==> src/design/dqr_pkg.sv <==
`timescale 1ns / 1ps

package dqr_pkg;

  // Fixed payload widths
  localparam int unsigned OP_W    = 3;
  localparam int unsigned VALUE_W = 32;
  localparam int unsigned INDEX_W = 5;
  localparam int unsigned COUNT_W = 6;

  // Default storage depth
  localparam int unsigned DEPTH_DEF = 32;

  // Operation codes
  localparam logic [OP_W-1:0] OP_PUSH_BACK  = 3'd0;
  localparam logic [OP_W-1:0] OP_PUSH_FRONT = 3'd1;
  localparam logic [OP_W-1:0] OP_POP_BACK   = 3'd2;
  localparam logic [OP_W-1:0] OP_POP_FRONT  = 3'd3;
  localparam logic [OP_W-1:0] OP_REMOVE     = 3'd4;

  typedef logic [OP_W-1:0]           op_t;
  typedef logic signed [VALUE_W-1:0] value_t;
  typedef logic [INDEX_W-1:0]        index_t;
  typedef logic [COUNT_W-1:0]        count_t;

  // Commands from controller to datapath
  typedef struct packed {
    logic latch;       // request accepted: capture index
    logic push_back;
    logic push_front;
    logic pop_back;    // read back entry, shrink
    logic pop_front;   // read front entry, advance front
    logic shift_rd;    // read entry k+1
    logic shift_wr;    // write read word to entry k, step k
    logic rm_done;     // removal finished, shrink
    logic load_res;    // capture result register
    logic res_ok;
    logic res_mem;     // result data from memory read register
  } dqr_cmd_t;

  // Status from datapath to controller
  typedef struct packed {
    logic full;
    logic empty;
    logic in_range;    // request index below count
    logic shift_more;  // k+1 below count
  } dqr_sts_t;

endpackage

==> src/design/dqr_if.sv <==
`timescale 1ns / 1ps

// Request channel
interface dqr_req_if
  import dqr_pkg::*;
();
  logic   valid;
  logic   ready;
  op_t    operation;
  value_t value;
  index_t index;

  modport source (output valid, output operation, output value, output index,
                  input ready);
  modport sink   (input valid, input operation, input value, input index,
                  output ready);
endinterface

// Result channel
interface dqr_res_if
  import dqr_pkg::*;
();
  logic   valid;
  logic   ready;
  logic   ok;
  value_t data_out;
  count_t count;
  logic   empty_res;

  modport source (output valid, output ok, output data_out, output count,
                  output empty_res, input ready);
  modport sink   (input valid, input ok, input data_out, input count,
                  input empty_res, output ready);
endinterface

==> src/design/dqr_ctrl.sv <==
`timescale 1ns / 1ps

module dqr_ctrl
  import dqr_pkg::*;
(
  input  logic     clk_i,
  input  logic     rst_ni,
  input  logic     req_valid_i,
  input  op_t      req_op_i,
  output logic     req_ready_o,
  input  logic     res_ready_i,
  output logic     res_valid_o,
  input  dqr_sts_t sts_i,
  output dqr_cmd_t cmd_o
);

  typedef enum logic [3:0] {
    S_IDLE     = 4'b0001,
    S_POP      = 4'b0010,
    S_SHIFT_RD = 4'b0100,
    S_SHIFT_WR = 4'b1000
  } state_e;

  state_e state_q, state_d;
  logic   res_vld_q, res_vld_d;
  logic   res_free;

  // Result register may be loaded when empty or being drained
  assign res_free    = ~res_vld_q | res_ready_i;
  assign req_ready_o = (state_q == S_IDLE) & res_free;
  assign res_valid_o = res_vld_q;

  // Next state and commands
  always_comb begin
    state_d = state_q;
    cmd_o   = '0;
    case (state_q)
      S_IDLE: begin
        if (req_valid_i && req_ready_o) begin
          cmd_o.latch = 1'b1;
          case (req_op_i)
            OP_PUSH_BACK: begin
              cmd_o.push_back = ~sts_i.full;
              cmd_o.load_res  = 1'b1;
              cmd_o.res_ok    = ~sts_i.full;
            end
            OP_PUSH_FRONT: begin
              cmd_o.push_front = ~sts_i.full;
              cmd_o.load_res   = 1'b1;
              cmd_o.res_ok     = ~sts_i.full;
            end
            OP_POP_BACK: begin
              if (sts_i.empty) begin
                cmd_o.load_res = 1'b1;
              end else begin
                cmd_o.pop_back = 1'b1;
                state_d        = S_POP;
              end
            end
            OP_POP_FRONT: begin
              if (sts_i.empty) begin
                cmd_o.load_res = 1'b1;
              end else begin
                cmd_o.pop_front = 1'b1;
                state_d         = S_POP;
              end
            end
            OP_REMOVE: begin
              if (sts_i.in_range) begin
                state_d = S_SHIFT_RD;
              end else begin
                cmd_o.load_res = 1'b1;
              end
            end
            default: begin
              cmd_o.load_res = 1'b1;
            end
          endcase
        end
      end
      S_POP: begin
        if (res_free) begin
          cmd_o.load_res = 1'b1;
          cmd_o.res_ok   = 1'b1;
          cmd_o.res_mem  = 1'b1;
          state_d        = S_IDLE;
        end
      end
      S_SHIFT_RD: begin
        if (sts_i.shift_more) begin
          cmd_o.shift_rd = 1'b1;
          state_d        = S_SHIFT_WR;
        end else if (res_free) begin
          cmd_o.rm_done  = 1'b1;
          cmd_o.load_res = 1'b1;
          cmd_o.res_ok   = 1'b1;
          state_d        = S_IDLE;
        end
      end
      S_SHIFT_WR: begin
        cmd_o.shift_wr = 1'b1;
        state_d        = S_SHIFT_RD;
      end
      default: begin
        state_d = S_IDLE;
      end
    endcase
  end

  // Result valid flag
  always_comb begin
    res_vld_d = res_vld_q;
    if (cmd_o.load_res) begin
      res_vld_d = 1'b1;
    end else if (res_ready_i) begin
      res_vld_d = 1'b0;
    end
  end

  always_ff @(posedge clk_i or negedge rst_ni) begin
    if (!rst_ni) begin
      state_q   <= S_IDLE;
      res_vld_q <= 1'b0;
    end else begin
      state_q   <= state_d;
      res_vld_q <= res_vld_d;
    end
  end

endmodule

==> src/design/dqr_dpath.sv <==
`timescale 1ns / 1ps

module dqr_dpath
  import dqr_pkg::*;
#(
  parameter int unsigned DEPTH = DEPTH_DEF
) (
  input  logic     clk_i,
  input  logic     rst_ni,
  input  value_t   req_value_i,
  input  index_t   req_index_i,
  input  dqr_cmd_t cmd_i,
  output dqr_sts_t sts_o,
  output logic     res_ok_o,
  output value_t   res_data_o,
  output count_t   res_count_o,
  output logic     res_empty_o
);

  localparam int unsigned PW   = (DEPTH > 1) ? $clog2(DEPTH) : 1;
  localparam int unsigned CW   = $clog2(DEPTH + 1);
  localparam int unsigned CMPW = (CW > INDEX_W) ? CW : INDEX_W;
  localparam int unsigned CXW  = (CW > COUNT_W) ? CW : COUNT_W;
  localparam logic [PW:0]   DEPTH_P = (PW + 1)'(DEPTH);
  localparam logic [CW-1:0] DEPTH_C = CW'(DEPTH);
  localparam logic [PW-1:0] LAST_SLOT = PW'(DEPTH - 1);

  // Ring storage and read register
  value_t        mem [DEPTH];
  value_t        rd_q;

  logic [PW-1:0] front_q, front_d;
  logic [CW-1:0] fill_q, fill_d;
  logic [PW-1:0] k_q, k_d;

  logic          we, re;
  logic [PW-1:0] waddr, raddr;
  value_t        wdata;

  logic [PW-1:0] front_dec;
  logic [PW:0]   fill_p, k_inc;
  logic [CMPW-1:0] idx_ext;
  logic [CXW-1:0]  fill_ext;

  logic          res_ok_q;
  value_t        res_data_q;
  count_t        res_count_q;
  logic          res_empty_q;

  // Ring slot k places behind the front
  function automatic logic [PW-1:0] slot_of(input logic [PW-1:0] front,
                                            input logic [PW:0] k);
    logic [PW:0] s;
    s = {1'b0, front} + k;
    if (s >= DEPTH_P) begin
      s = s - DEPTH_P;
    end
    return s[PW-1:0];
  endfunction

  assign fill_p    = (PW + 1)'(fill_q);
  assign k_inc     = {1'b0, k_q} + (PW + 1)'(1);
  assign idx_ext   = CMPW'(req_index_i);
  assign front_dec = (front_q == '0) ? LAST_SLOT : front_q - PW'(1);

  // Status
  assign sts_o.full       = (fill_q == DEPTH_C);
  assign sts_o.empty      = (fill_q == '0);
  assign sts_o.in_range   = (idx_ext < CMPW'(fill_q));
  assign sts_o.shift_more = (k_inc < fill_p);

  // Memory access and pointer updates
  always_comb begin
    we      = 1'b0;
    re      = 1'b0;
    waddr   = slot_of(front_q, fill_p);
    raddr   = front_q;
    wdata   = req_value_i;
    front_d = front_q;
    fill_d  = fill_q;
    k_d     = k_q;
    if (cmd_i.latch) begin
      k_d = idx_ext[PW-1:0];
    end
    if (cmd_i.push_back) begin
      we     = 1'b1;
      fill_d = fill_q + CW'(1);
    end
    if (cmd_i.push_front) begin
      we      = 1'b1;
      waddr   = front_dec;
      front_d = front_dec;
      fill_d  = fill_q + CW'(1);
    end
    if (cmd_i.pop_back) begin
      re     = 1'b1;
      raddr  = slot_of(front_q, fill_p - (PW + 1)'(1));
      fill_d = fill_q - CW'(1);
    end
    if (cmd_i.pop_front) begin
      re      = 1'b1;
      raddr   = front_q;
      front_d = slot_of(front_q, (PW + 1)'(1));
      fill_d  = fill_q - CW'(1);
    end
    if (cmd_i.shift_rd) begin
      re    = 1'b1;
      raddr = slot_of(front_q, k_inc);
    end
    if (cmd_i.shift_wr) begin
      we    = 1'b1;
      waddr = slot_of(front_q, {1'b0, k_q});
      wdata = rd_q;
      k_d   = k_inc[PW-1:0];
    end
    if (cmd_i.rm_done) begin
      fill_d = fill_q - CW'(1);
    end
  end

  assign fill_ext = CXW'(fill_d);

  always_ff @(posedge clk_i) begin
    if (we) begin
      mem[waddr] <= wdata;
    end
    if (re) begin
      rd_q <= mem[raddr];
    end
  end

  // Pointers and count
  always_ff @(posedge clk_i or negedge rst_ni) begin
    if (!rst_ni) begin
      front_q <= '0;
      fill_q  <= '0;
    end else begin
      front_q <= front_d;
      fill_q  <= fill_d;
    end
  end

  // Removal cursor and result register
  always_ff @(posedge clk_i) begin
    k_q <= k_d;
    if (cmd_i.load_res) begin
      res_ok_q    <= cmd_i.res_ok;
      res_data_q  <= cmd_i.res_mem ? rd_q : '0;
      res_count_q <= fill_ext[COUNT_W-1:0];
      res_empty_q <= (fill_d == '0);
    end
  end

  assign res_ok_o    = res_ok_q;
  assign res_data_o  = res_data_q;
  assign res_count_o = res_count_q;
  assign res_empty_o = res_empty_q;

endmodule

==> src/design/deque_with_indexed_remove.sv <==
`timescale 1ns / 1ps

// Bounded double-ended queue of signed 32-bit words held in a DEPTH-entry
// single-port ring memory. Each request transaction yields one result
// transaction with ok, the popped word, the count and an empty flag. A push
// or a rejected request completes in the cycle it is accepted. A pop waits
// in S_POP for the registered memory read and a free output register. A
// removal at position i runs through the accepting cycle, one read and one
// write on the memory port for each entry that moves toward the front, and
// a closing step that loads the result once the output register is free.
// A new request is taken only while the block is idle and the output
// register is empty or being read in that cycle, so a result left unread
// holds off the next request.
module deque_with_indexed_remove
  import dqr_pkg::*;
#(
  parameter int unsigned DEPTH = DEPTH_DEF
) (
  input  logic  clk_i,
  input  logic  rst_ni,
  dqr_req_if.sink   req_i,
  dqr_res_if.source res_o
);

  dqr_cmd_t cmd;
  dqr_sts_t sts;

  dqr_ctrl u_ctrl (
    .clk_i       (clk_i),
    .rst_ni      (rst_ni),
    .req_valid_i (req_i.valid),
    .req_op_i    (req_i.operation),
    .req_ready_o (req_i.ready),
    .res_ready_i (res_o.ready),
    .res_valid_o (res_o.valid),
    .sts_i       (sts),
    .cmd_o       (cmd)
  );

  dqr_dpath #(
    .DEPTH (DEPTH)
  ) u_dpath (
    .clk_i       (clk_i),
    .rst_ni      (rst_ni),
    .req_value_i (req_i.value),
    .req_index_i (req_i.index),
    .cmd_i       (cmd),
    .sts_o       (sts),
    .res_ok_o    (res_o.ok),
    .res_data_o  (res_o.data_out),
    .res_count_o (res_o.count),
    .res_empty_o (res_o.empty_res)
  );

endmodule
==> src/flat_wrapper.sv <==
// flat-port wrapper written by rule: the top's interface ports become plain ports
module deque_with_indexed_remove_flat import dqr_pkg::*;
#(
  parameter int unsigned DEPTH = DEPTH_DEF
)
  (clk_i, rst_ni, req_i_valid, req_i_operation, req_i_value, req_i_index, req_i_ready, res_o_valid, res_o_ok, res_o_data_out, res_o_count, res_o_empty_res, res_o_ready);
  dqr_req_if req_i_i ();
  dqr_res_if res_o_i ();
  input  logic clk_i;
  input  logic rst_ni;
  input wire logic [$bits(req_i_i.valid)-1:0] req_i_valid;
  input wire logic [$bits(req_i_i.operation)-1:0] req_i_operation;
  input wire logic [$bits(req_i_i.value)-1:0] req_i_value;
  input wire logic [$bits(req_i_i.index)-1:0] req_i_index;
  output wire logic [$bits(req_i_i.ready)-1:0] req_i_ready;
  output wire logic [$bits(res_o_i.valid)-1:0] res_o_valid;
  output wire logic [$bits(res_o_i.ok)-1:0] res_o_ok;
  output wire logic [$bits(res_o_i.data_out)-1:0] res_o_data_out;
  output wire logic [$bits(res_o_i.count)-1:0] res_o_count;
  output wire logic [$bits(res_o_i.empty_res)-1:0] res_o_empty_res;
  input wire logic [$bits(res_o_i.ready)-1:0] res_o_ready;
  assign req_i_i.valid = req_i_valid;
  assign req_i_i.operation = req_i_operation;
  assign req_i_i.value = req_i_value;
  assign req_i_i.index = req_i_index;
  assign req_i_ready = req_i_i.ready;
  assign res_o_valid = res_o_i.valid;
  assign res_o_ok = res_o_i.ok;
  assign res_o_data_out = res_o_i.data_out;
  assign res_o_count = res_o_i.count;
  assign res_o_empty_res = res_o_i.empty_res;
  assign res_o_i.ready = res_o_ready;
  deque_with_indexed_remove #(.DEPTH(DEPTH)) u_core (.clk_i(clk_i), .rst_ni(rst_ni), .req_i(req_i_i), .res_o(res_o_i));
endmodule
==> config.mk <==
export PLATFORM = sky130hd
export DESIGN_NAME = deque_with_indexed_remove_flat
export DESIGN_NICKNAME = d
export VERILOG_FILES = /design/src/design/dqr_pkg.sv /design/src/design/dqr_if.sv /design/src/design/dqr_ctrl.sv /design/src/design/dqr_dpath.sv /design/src/design/deque_with_indexed_remove.sv /design/src/flat_wrapper.sv
export SDC_FILE = /design/constraint.sdc
export NUM_CORES = 1
export LEC_CHECK = 0
export BUFFER_PORTS_ARGS = -buffer_cell sky130_fd_sc_hd__buf_4
export CAP_MARGIN = 20
export CORE_MARGIN = 2
export CORE_UTILIZATION = 45
export CTS_BUF_LIST = sky130_fd_sc_hd__clkbuf_4 sky130_fd_sc_hd__clkbuf_8 sky130_fd_sc_hd__clkbuf_16
export CTS_CLUSTER_DIAMETER = 60
export DETAILED_ROUTE_END_ITERATION = 7
export HOLD_SLACK_MARGIN = 0.06
export PLACE_DENSITY_LB_ADDON = 0.15
export SLEW_MARGIN = 5
export SYNTH_ARGS = -nofsm -noshare
export SYNTH_HDL_FRONTEND = slang
export SYNTH_HIERARCHICAL = 1
export SYNTH_SLANG_ARGS = --single-unit
==> constraint.sdc <==
create_clock -name clk_i -period 8.6 [get_ports clk_i]
set_input_delay 1.72 -clock clk_i [delete_from_list [all_inputs] [get_ports clk_i]]
set_output_delay 1.72 -clock clk_i [all_outputs]
set_load 0.01 [all_outputs]
Word-level counts from Yosys, hierarchy flattened
Memories as Yosys holds them, arrays and structs flattened. A register that Yosys moved wholly into a read port is not among the register bits.
Index checks and enable logic that the tools add are counted.
Cells by class
  add/sub/neg operators: 14
  magnitude comparators: 7
  eq/ne operators: 13
  multiplexer cells: 58
  bitwise gates (word level): 4
  reductions and logical operators: 11
Operators by type and width (number)
  $mux 5: 17
  $mux 32: 1
  $ge 6x6->1 const B: 5
  $mux 6: 5
  $sub 5x1->5 const B: 6
  $mux 1: 23
  $mux 4: 5
  $add 5x6->6: 3
  $pmux 4 s4: 1
  $add 5x1->6 const B: 2
  $logic_not 6->1: 2
  $pmux 4 s2: 1
  $add 5x5->6: 1
  $add 6x1->6 const B: 1
  $eq 3x2->1 const B: 2
  $eq 6x6->1 const B: 1
  $lt 5x6->1: 1
  $lt 6x6->1: 1
  $mux 3: 2
  $ne 3x2->1 const B: 2
  $pmux 2 s3: 1
  $reduce_bool 2->1: 3
  $sub 6x1->6 const B: 1
  $logic_not 5->1: 1
  other kinds (17): 19
Word-level totals
  register bits: 61
  bits in writable memories: 1024
  bits of input ports: 44
  output and inout port bits: 42
  word-level logic and storage cells: 117
  memories: 1
Memory list
  u_core.u_dpath.mem: depth 32, width 32, rd ports 1, clocked after Yosys merged registers in 1, write ports 1, line dqr_dpath.sv:29  | value_t mem [DEPTH];

Logic depth before layout (Yosys ltp)
  depth after elaboration: 12
  depth in mapped cells: 19
  depth with buffers taken out: 16

Modules after synthesis
The synthesis kept the hierarchy.
Modules (own cells, without submodules)
  dqr_dpath: times used 1, cells an instance 2802, area each 46190.6 µm², seq. area each 33337.0 µm²
  dqr_ctrl: times used 1, cells an instance 49, area each 436.7 µm², seq. area each 126.4 µm²

Worst setup path before layout
Ideal clock, no wire load.
  path kind: input port to flip-flop
  start: input port res_o_ready
  end: memory u_core/u_dpath/mem[18][0] (netlist bit), enable pin
  library setup time: 501 ps
  arrival: 6361 ps
  required time: 8099 ps
  slack: 1737 ps
  stages on the path: 9
  buffers on the path: 3
  cell sequence: nand2b_1 > nand4_1 > nor2_1 > clkbuf_1 > clkbuf_1 > a31oi_1 > o21a_1 > clkbuf_1 > nor4_1
RTL lines
  start, declared: line flat_wrapper.sv:21  | input wire logic [$bits(res_o_i.ready)-1:0] res_o_ready;
  end, declared: line dqr_dpath.sv:29

==> impl_metrics.json <==
{
  "yosysTopAreaCell": "edfxtp_1",
  "tightestPinTransition_ps": 1140,
  "fin_crit_sh_pct": 65.9,
  "critPathMaxStageDelay_ps": 740,
  "start_kind": "flip-flop",
  "path_clk_slew_ps": 60,
  "place_congestion": 0.830,
  "h-tree-depth": 3,
  "cts_resized": 0,
  "cts_tree": "built",
  "fin_area_mm2": 0.0526,
  "first_iter_violations": 3227,
  "routed_wl_mm": 125,
  "syn_inst": 2851,
  "p_per_area_mw_per_mm2": 313,
  "final.fill_count": 8390,
  "cts-root-buf": "clkbuf_16",
  "arrival_ps": 6110,
  "synth_top_area_share_pct": 70.9,
  "finalSetupViolations": 0,
  "cp.required_ps": 9040,
  "path_class": "flip-flop to flip-flop",
  "routed_via_density": 5.91,
  "numCtsBuffers": 114,
  "start_util_pct": 45.2,
  "mostFrequentLayoutCells": "edfxtp_1, mux2_2, mux2i_1, nor2_1, nand2_1",
  "clk_path_buf_depth": 3,
  "layout_commonest_cell": "edfxtp_1",
  "area.growth.synth_to_final_pct": 12.8,
  "rsz0062_at_grt": "no",
  "fin_crit_ps": 5670,
  "cap_violations": 0,
  "p_total_uw": 16500,
  "syn_area_per_cell_um2": 16.4,
  "tns_ps": 0,
  "cts_hold_buf": 0,
  "end_kind": "flip-flop",
  "cpMaxStageDelayCell": "and3_1",
  "drt-wirelength-per-cell_um": 28.4,
  "synth_seq_cells": 1117,
  "finClkSkew_ps": 24.6,
  "synthFlopType": "edfxtp_1",
  "yosys_warnings": 6,
  "path_delay_family": "simple AND/OR/NAND/NOR gates",
  "netlist_area_mm2": 0.0466,
  "dieHeight_um": 326,
  "grt_first_pass_wirelength_mm": 180,
  "leakage_uw": 0.0181,
  "die_w_um": 326,
  "post-cts-setup-buffers": 0,
  "drv_slew": 0,
  "core_mm2": 0.103,
  "nNetsFinal": 3009,
  "final_layout_size_suffix_gt1_share_pct": 22.2,
  "vdd_drop_max_mv": 0.439,
  "final-hold-violation-count": 0,
  "fmax_mhz": 176,
  "antenna_left": 0,
  "slew-limit-headroom_pct": 24.1,
  "hold_slack_ps": 558,
  "vias": 26027,
  "synth_nets": 2930,
  "track_usage_pct": 23.3,
  "critPathMaxFanout": 53,
  "grt_max_degree": 213,
  "drt_first_pass_iters": 5,
  "critPathBufInv": 3,
  "die_area_mm2": 0.106,
  "status": "finished, final reports clean",
  "antenna_found_initial": 9,
  "min_path_type": "flip-flop to flip-flop",
  "place_area_mm2": 0.0490,
  "std_cell_rows": 118,
  "ys_seq_area_share_pct": 71.8,
  "grt_overflow_total": 0,
  "cts.sinks": 1117,
  "synth_edf_count": 1101,
  "synth_area_leaders": "edfxtp_1, mux2_2, mux2i_1, a211o_1, o211ai_1",
  "clock_latency_ps": 690,
  "numPortBuffers": 85,
  "grt_pass1_vias": 25551,
  "yosysUniqueCellTypes": 60,
  "async_flop_share_pct": 1.43,
  "io_pins": 86,
  "hpwl_mm": 65.5,
  "drc_errors": 0,
  "cp_cell_sequence": "ha_1, nand3_1, xor2_1, inv_1, ha_1, o21ai_0, nand2b_1, a21oi_1, and3_1, nor2b_1, a211oi_4, buf_4, buf_4, a211o_1, nand4_1, and4_1"
}
## cell usage after synthesis (8+ instances only)
cell,number
nor2b_1,8
nand4_1,134
and2_1,34
o211ai_1,128
ha_1,31
buf_6,16
nand3_1,11
a211o_1,128
a21oi_1,20
mux2_2,293
nor3_1,9
clkbuf_1,117
buf_4,22
buf_2,26
dfrtp_1,15
o21ai_0,13
mux2i_1,259
inv_1,15
edfxtp_1,1101
and4_1,36
xnor2_1,21
a21o_1,11
nor2_1,171
nand2_1,146
## worst reg2reg max path: cells and delay by family, from the launching register on
kind | cells | cell delay [ps]
AND/OR/NAND/NOR | 6 | 1570
buffers and inverters | 3 | 1280
AO/OA/AOI/OAI | 4 | 1050
adder cells (fa/ha/maj) | 2 | 560
flip-flops | 1 | 500
XOR/XNOR | 1 | 460
## logic make-up after synthesis
kind of cell,share of synthesized area (%)
muxes,12.6
AOI/OAI and AO/OA,5.48
xor gates and xnor gates,0.561
and+or+nand+nor,6.40
DFF,71.8
buffers and inverters,2.15
adders and majority gates,1.00
## final timing paths
kind | startpoint | to | slack [ps] | depth (start not counted)
max | u_core/u_dpath/k_q[1] | u_core/u_dpath/rd_q[12] | 2930 | 16
min | u_core/u_dpath/rd_q[9] | u_core/u_dpath/res_data_o[9] | 560 | 1
max reg2reg | u_core/u_dpath/k_q[1] | u_core/u_dpath/rd_q[12] | 2930 | 16
min reg2reg | u_core/u_dpath/rd_q[9] | u_core/u_dpath/res_data_o[9] | 560 | 1
max in group asynchronous | rst_ni | u_core/u_ctrl/state_q[0] | 7430 | 1
min in group asynchronous | rst_ni | u_core/u_ctrl/state_q[3] | 910 | 1
## cell type report
type | count | area (um^2) | area share (%)
clock buffer | 139 | 3090 | 5.88
multi-input combinational | 1530 | 12500 | 23.8
tap | 1380 | 1730 | 3.28
inverter | 16 | 60.1 | 0.114
clock inverter | 69 | 448 | 0.852
antenna | 2 | 5.00 | 0.00952
sequential | 1117 | 33500 | 63.6
timing repair buffer | 151 | 1270 | 2.41
## through the flow
step,setup WS (ps),utilization (%),std cells
6_report,2930,50.9,4404
5_1_grt,2560,50.9,4403
4_1_cts,2930,50.9,4400
3_5_place_dp,2580,47.5,4192
3_3_place_gp,2580,47.5,4192
2_1_floorplan,1740,-,2851
## report_power, final
part | leakage (uW) | switching [uW] | internal [uW]
Sequential | 0.0101 | 151 | 6310
Clock | 0.00176 | 2040 | 2640
Combinational | 0.00620 | 3280 | 2040
Total | 0.0181 | 5470 | 11000
## per-layer routing
metal,vias up,track usage (%),routed length (um)
met5,-,0,0
met4,0,6.14,2590
met3,151,4.88,9800
met2,1024,35.7,57400
met1,13453,33.9,55300
li1,11399,-,-
## flip-flops by register name (all words and copies together) (netlist names)
signal                      cells
u_core/u_dpath/res_data_o      32
u_core/u_dpath/res_ok_o         1
u_core/u_ctrl/res_valid_o       1
u_core/u_dpath/k_q              5
u_core/u_dpath/res_count_o      6
u_core/u_ctrl/state_q           4
u_core/u_dpath/rd_q            32
u_core/u_dpath/mem           1024
u_core/u_dpath/res_empty_o      1
u_core/u_dpath/front_q          5
u_core/u_dpath/fill_p           6
Note: power is estimated with default switching activity, not from simulation.
